**config.mk**
```make
export PLATFORM = sky130hd
export DESIGN_NAME = vwt_dist
export DESIGN_NICKNAME = d
export VERILOG_FILES = /design/src/vwt_dist.sv
export SDC_FILE = /design/constraint.sdc
export NUM_CORES = 2
export LEC_CHECK = 0
export ABC_AREA = 1
export ABC_CLOCK_PERIOD_IN_PS = 17680
export BUFFER_PORTS_ARGS = -buffer_cell sky130_fd_sc_hd__buf_2
export CORE_MARGIN = 4
export CORE_UTILIZATION = 55
export CTS_CLUSTER_DIAMETER = 80
export DETAILED_ROUTE_END_ITERATION = 12
export PLACE_DENSITY = 0.72
export REMOVE_ABC_BUFFERS = 1
export SLEW_MARGIN = 20
export SYNTH_ARGS = -nofsm -noshare
export SYNTH_HDL_FRONTEND = slang
export SYNTH_SLANG_ARGS = --single-unit
```
**constraint.sdc**
```tcl
create_clock -name clk -period 17.68 [get_ports clk]
set_clock_uncertainty 0.05 [all_clocks]
set_input_delay 0 -clock clk [delete_from_list [all_inputs] [get_ports clk]]
set_output_delay 0 -clock clk [all_outputs]
set_load 0.02 [all_outputs]
```
**src/vwt_dist.sv**
```systemverilog
// ----------------------------------------------------------------------------
// Vertex weld distance pipeline
// Three-stage pipeline that forms the squared distance between the probe
// vertex and one stored vertex: axis magnitudes, squares, then their sum.
// ----------------------------------------------------------------------------
module vwt_dist #(
    parameter int COORD_WIDTH = 24,
    parameter int IDX_W       = 10,
    localparam int DW    = COORD_WIDTH + 1,
    localparam int SQW   = 2 * DW,
    localparam int SUM_W = SQW + 2
) (
    input  logic                     clk,
    input  logic                     rst_n,
    input  logic                     flush,
    input  logic                     in_valid,
    input  logic [IDX_W-1:0]         in_idx,
    input  logic [3*COORD_WIDTH-1:0] probe,
    input  logic [3*COORD_WIDTH-1:0] entry,
    output logic                     out_valid,
    output logic [IDX_W-1:0]         out_idx,
    output logic [SUM_W-1:0]         out_dist,
    output logic                     busy
);

    // Absolute difference of two signed coordinates, exact in DW bits.
    function automatic logic [DW-1:0] abs_diff(
        input logic [COORD_WIDTH-1:0] a,
        input logic [COORD_WIDTH-1:0] b
    );
        logic signed [DW-1:0] d;
        d = $signed({a[COORD_WIDTH-1], a}) - $signed({b[COORD_WIDTH-1], b});
        return d[DW-1] ? DW'(-d) : DW'(d);
    endfunction

    logic             mag_v_reg;
    logic [IDX_W-1:0] mag_idx_reg;
    logic [DW-1:0]    mag_reg [3];
    logic             sq_v_reg;
    logic [IDX_W-1:0] sq_idx_reg;
    logic [SQW-1:0]   sq_reg [3];
    logic             sum_v_reg;
    logic [IDX_W-1:0] sum_idx_reg;
    logic [SUM_W-1:0] sum_reg;

    // Stage valids; a flush drops everything in flight.
    always_ff @(posedge clk or negedge rst_n)
    begin
        if (!rst_n)
        begin
            mag_v_reg <= 1'b0;
            sq_v_reg  <= 1'b0;
            sum_v_reg <= 1'b0;
        end
        else
        begin
            mag_v_reg <= in_valid & ~flush;
            sq_v_reg  <= mag_v_reg & ~flush;
            sum_v_reg <= sq_v_reg & ~flush;
        end
    end

    // Datapath: magnitudes, squares, sum of squares.
    always_ff @(posedge clk)
    begin
        mag_idx_reg <= in_idx;
        sq_idx_reg  <= mag_idx_reg;
        sum_idx_reg <= sq_idx_reg;
        for (int a = 0; a < 3; a++)
        begin
            mag_reg[a] <= abs_diff(probe[a*COORD_WIDTH +: COORD_WIDTH],
                                   entry[a*COORD_WIDTH +: COORD_WIDTH]);
            sq_reg[a]  <= SQW'(mag_reg[a]) * SQW'(mag_reg[a]);
        end
        sum_reg <= SUM_W'(sq_reg[0]) + SUM_W'(sq_reg[1]) + SUM_W'(sq_reg[2]);
    end

    assign out_valid = sum_v_reg;
    assign out_idx   = sum_idx_reg;
    assign out_dist  = sum_reg;
    assign busy      = mag_v_reg | sq_v_reg | sum_v_reg;

endmodule

```
# Word-level counts from Yosys, hierarchy flattened

Memories as Yosys holds them, arrays and structs flattened.
Index checks and enable logic that the tools add are counted.

Memory bits (read-only): 0
Bits in writable memories: 225
Logic and storage cells: 29
Latch bits: 0
Bits of input ports: 158
Memories: 2
Bits in registers: 85

Memory list:

| memory  | words | bits a word | read ports | clocked after memory_dff | write ports | line | text |
|---|---|---|---|---|---|---|---|
| sq_reg  | 3     | 50          | 3          | 0                        | 3           | 41   | `logic [SQW-1:0] sq_reg [3];` |
| mag_reg | 3     | 25          | 3          | 0                        | 3           | 38   | `logic [DW-1:0] mag_reg [3];` |

$mul: 3
Reduce and logical (&&, ||, !) cells: 0
Multiplexer cells: 3
Order comparisons: 0
Add/sub/neg operators: 8
Bitwise logic cells: 6
Eq/ne operators: 0
Divide/modulo/power cells: 0
Shift-type cells: 0

Operators with widths:

| kind                         | number |
|---|---|
| multiplier 25 x 25 -> 50 bit | 3 |
| 2-to-1 mux 25 bit            | 3 |
| negator 25 bit               | 3 |
| subtractor 24 x 24 -> 25 bit | 3 |
| adder 52 x 50 -> 52 bit      | 1 |
| adder 50 x 50 -> 51 bit      | 1 |
| bitwise AND 1 bit            | 3 |
| bitwise OR 1 bit             | 2 |
| inverter 1 bit               | 1 |

# Longest topological paths before layout

Word-level depth: 3
Gate-level depth with buffers: 31
Gate-level depth less buffers: 29

# Worst setup path after synthesis

Ideal clock, no wire load.

Path kind: reg2reg
Start point: memory mag_reg[0][52] (netlist bit)
End point: memory sq_reg[0][140] (netlist bit)
Buffers on the path: 2
Data arrival time: 6.139 ns
Required time: 17.518 ns
Cell stages (with the launch flop): 30
Slack: 11.379 ns
Clock period less this slack: 6.301 ns
Path through: dfxtp_1 > clkbuf_1 > clkbuf_1 > nand2_1 > fa_1 > inv_1 > fa_1 > inv_1 > fa_1 > inv_1 > fa_1 > inv_1 > fa_1 > inv_1 > fa_1 > inv_1 > fa_1 > inv_1 > ha_1 > nand2_1 > nor2_1 > inv_1 > nor2_1 > inv_1 > nor2_1 > inv_1 > o21bai_1 > a21oi_1 > nand2_1 > nand2_1

RTL lines:

| item            | line |
|---|---|
| start, declared | 38 |
| end, declared   | 41 |

==> results.md <==
* RSZ-0062 raised after global routing: false
* Cts bufs inserted at 42
* CORE AREA at between 100000 and 150000 µm²
* Clk buf depth at 3
* Crit-path cells: nand2_1 -> fa_1 -> inv_1 -> fa_1 -> inv_1 -> fa_1 -> inv_1 -> fa_1 -> inv_1 -> fa_1 -> inv_1 -> fa_1 -> inv_1 -> fa_1 -> inv_1 -> ha_1 -> nand2_1 -> nor2_1 -> nand3_1 -> o21ai_0 -> nand2_1 -> nand3b_1 -> nand2_1
* Ys flop type: dfxtp_1
* Layout area overhead at 7.52%
* Post-synth ARST share at less than 1%
* Layout Nets at 12400
* First DRT Iteration DRCs at approximately 4000
* Critical Path AT at about 7.7 ns
* Max-slew violation count at 0
* CTS H-tree depth at 2
* Sink Count at just over 300
* IO Port Bufs at 221
* Layout cells sized above 1 at around 4.5%
* Synthesized area at 75400 µm²
* DRC viols at 0
* Placer Congestion at about 0.96
* CTS clock-pin slew for the worst setup and hold paths at 0.06 ns
* Starting density of the core at between 50% and 60%
* Met3 wire len at roughly 12000 µm
* Number of flops mapped to enable cells by yosys at 0
* Critical Path End Type: flop
* Top delay family on crit path: adder cells
* Status: complete, no violations
* HP Class: in2reg
* CTS tree: done
* Total track usage at between 20% and 30%
* Worst Path Required at 18.12 ns
* Met1 Wirelength at roughly 85000 µm
* Max reg flops at 147
* WP buf/inv at 7
* Critical Path Slowest Stage Cell: dfxtp_1
* Crit Path Category: reg2reg
* Headroom to the max-slew limit at roughly 23%
* DR top layer: met4
* Global-route wire length before repair at about 330000 µm
* Initial antenna violation count at 0
* Period utilisation layout at between 40 and 50%
* Die height at between 300 and 400 µm
* CTS root buf: clkbuf_16
* Final Setup Violations at 0
* Via count at 61100
* F_max at around 0.14 GHz
* Largest net degree at the start of global routing at 28
* Die Wd at ~380 µm
* Clock Latency Late Sink at around 0.63 ns
* WL/cell at roughly 17 µm
* WL met2 at between 90000 and 100000 µm
* Crit-path max FO at 25
* Startpoint types: flop
* Final Routed Wirelength at 201000 µm
* Post-detail-place hpwl at roughly 170000 µm
* Post-DRT Antenna Nets at 0
* Post-synthesis register bit count at 307
* CP peak stage delay at between 1 and 1.5 ns
* Vias/cell at roughly 5.1
* Syn Inst Count at a little under 10000
* TNS Setup at 0 ns
* Hold Vio Cnt, Final at 0
* Diodes inserted at 0
* Min Tclk post-route at 7.28 ns
* Sequential share of the synthesized area at a little over 8%
* Vias in the first global route at approximately 65000
* Synth warnings at 0
* Core Rows at between 100 and 150
* Total grt overflow at 0
* Die area at roughly 140000 µm²
* Worst-Margin Slew at about 1.2 ns
* DRT Pass-1 Iters at 6
* Cell variety after synth at 52
* Max cap viols at 0
* Top Ports at approximately 220
* Mean area per synthesized cell at roughly 7.6 µm²
stage by stage:
| step | utilization [%] | instances | instance area [µm²] | setup WS, ns | hold WS (ns) |
|---|---|---|---|---|---|
| 2_1_floorplan | - | 9675 | 74600 | 11.40 | -0.346 |
| 3_3_place_gp | 57.7 | 11700 | 78400 | 10.54 | -0.257 |
| 3_5_place_dp | 57.7 | 11700 | 78400 | 10.45 | -0.253 |
| 4_1_cts | 59.7 | 11900 | 81100 | 10.36 | 0.00132 |
| 5_1_grt | 59.7 | 11900 | 81100 | 10.04 | 0.0622 |
| 6_report | 59.7 | 11900 | 81100 | 10.40 | 0.0258 |
layer usage:
metal / track usage, % / vias to the layer above
met5: 0 / -
met4: 7.54 / 0
met3: 3.03 / 320
met2: 50.7 / 1848
met1: 38.5 / 29600
li1: - / 29300
worst paths after layout:
check                                 endpoint  slack, ns  depth (start not counted)           start
worst min-delay path            mag_reg[0][41]       0.03                          6       probe[40]
worst max-delay path             sq_reg[0][49]      10.40                         23   mag_reg[0][3]
min in group asynchronous            mag_v_reg       0.21                          3           rst_n
max in group asynchronous            out_valid      17.22                          3           rst_n
worst max register to register   sq_reg[0][49]      10.40                         23   mag_reg[0][3]
worst min register to register   sq_idx_reg[4]       0.28                          0  mag_idx_reg[4]
cells in the mapped netlist (51+ instances only):
cell type,count,area [µm²]
a21o_1,51,383
a31oi_1,85,532
inv_1,3032,11400
nand4_1,51,319
a21oi_1,337,1690
nand3_1,247,1240
nand2_1,2083,7820
dfxtp_1,304,6090
fa_1,1402,28100
nor2_1,535,2010
o21ai_0,203,1020
ha_1,735,9200
clkbuf_1,212,796
xor2_1,221,1940
xnor2_1,85,744
area by class of cell:
cell class	count	area [µm²]
clock buffer	51	1140
clock inverter	26	364
fill	12500	54700
inverter	3039	11400
multi-input combinational	6329	57000
sequential	307	6170
tap	1781	2230
timing repair buffer	405	2780
cell families (layout without fill, tap and decap cells):
kind of cell	after synthesis	count (layout)	synth area share [%]
adders and majority gates	2137	2137	49.4
DFF	307	307	8.17
xor gates and xnor gates	306	306	3.55
AOI/OAI and AO/OA	803	803	6.07
buffers and inverters	3257	3521	16.3
and+or+nand+nor	3083	3083	16.5
timing repair:
item,4_1_cts,5_1_grt
hold buffers,117,0
buffers inserted,0,0
endpoints found under the hold margin,76,0
gates resized for setup,0,0
worst min-delay path, delay by kind of cell:
family | cells | cell delay (ns)
fa+ha+maj | 1 | 0.21
buf+inv | 2 | 0.15
simple gates | 2 | 0.14
xor+xnor | 1 | 0.13
cell usage in the layout, fill, tap and decap left out, drive strengths merged, types with 3 or more instances in the layout:
master / netlist / final
inv: 3039 / 3048
nand2: 2113 / 2113
fa: 1402 / 1402
ha: 735 / 735
nor2: 548 / 548
a21oi: 341 / 341
dfxtp: 304 / 304
buf: 6 / 288
nand3: 252 / 252
o21ai: 222 / 222
xor2: 221 / 221
dlygate4sd3: 0 / 117
a31oi: 85 / 85
xnor2: 85 / 85
nor3: 54 / 54
nand4: 51 / 51
a21o: 51 / 51
clkbuf: 212 / 51
o21bai: 47 / 47
nor4: 27 / 27
nand3b: 19 / 19
a21boi: 17 / 17
o21a: 13 / 13
and3: 11 / 11
clkinvlp: 0 / 7
o221ai: 6 / 6
or2: 6 / 6
a211oi: 5 / 5
o211ai: 5 / 5
bufinv: 0 / 5
clkinv: 0 / 5
a31o: 3 / 3
dfrtp: 3 / 3
Power is left out: the tool's default activity adds up to more than one toggle a clock period on the data nets, which glitch-free logic cannot reach.
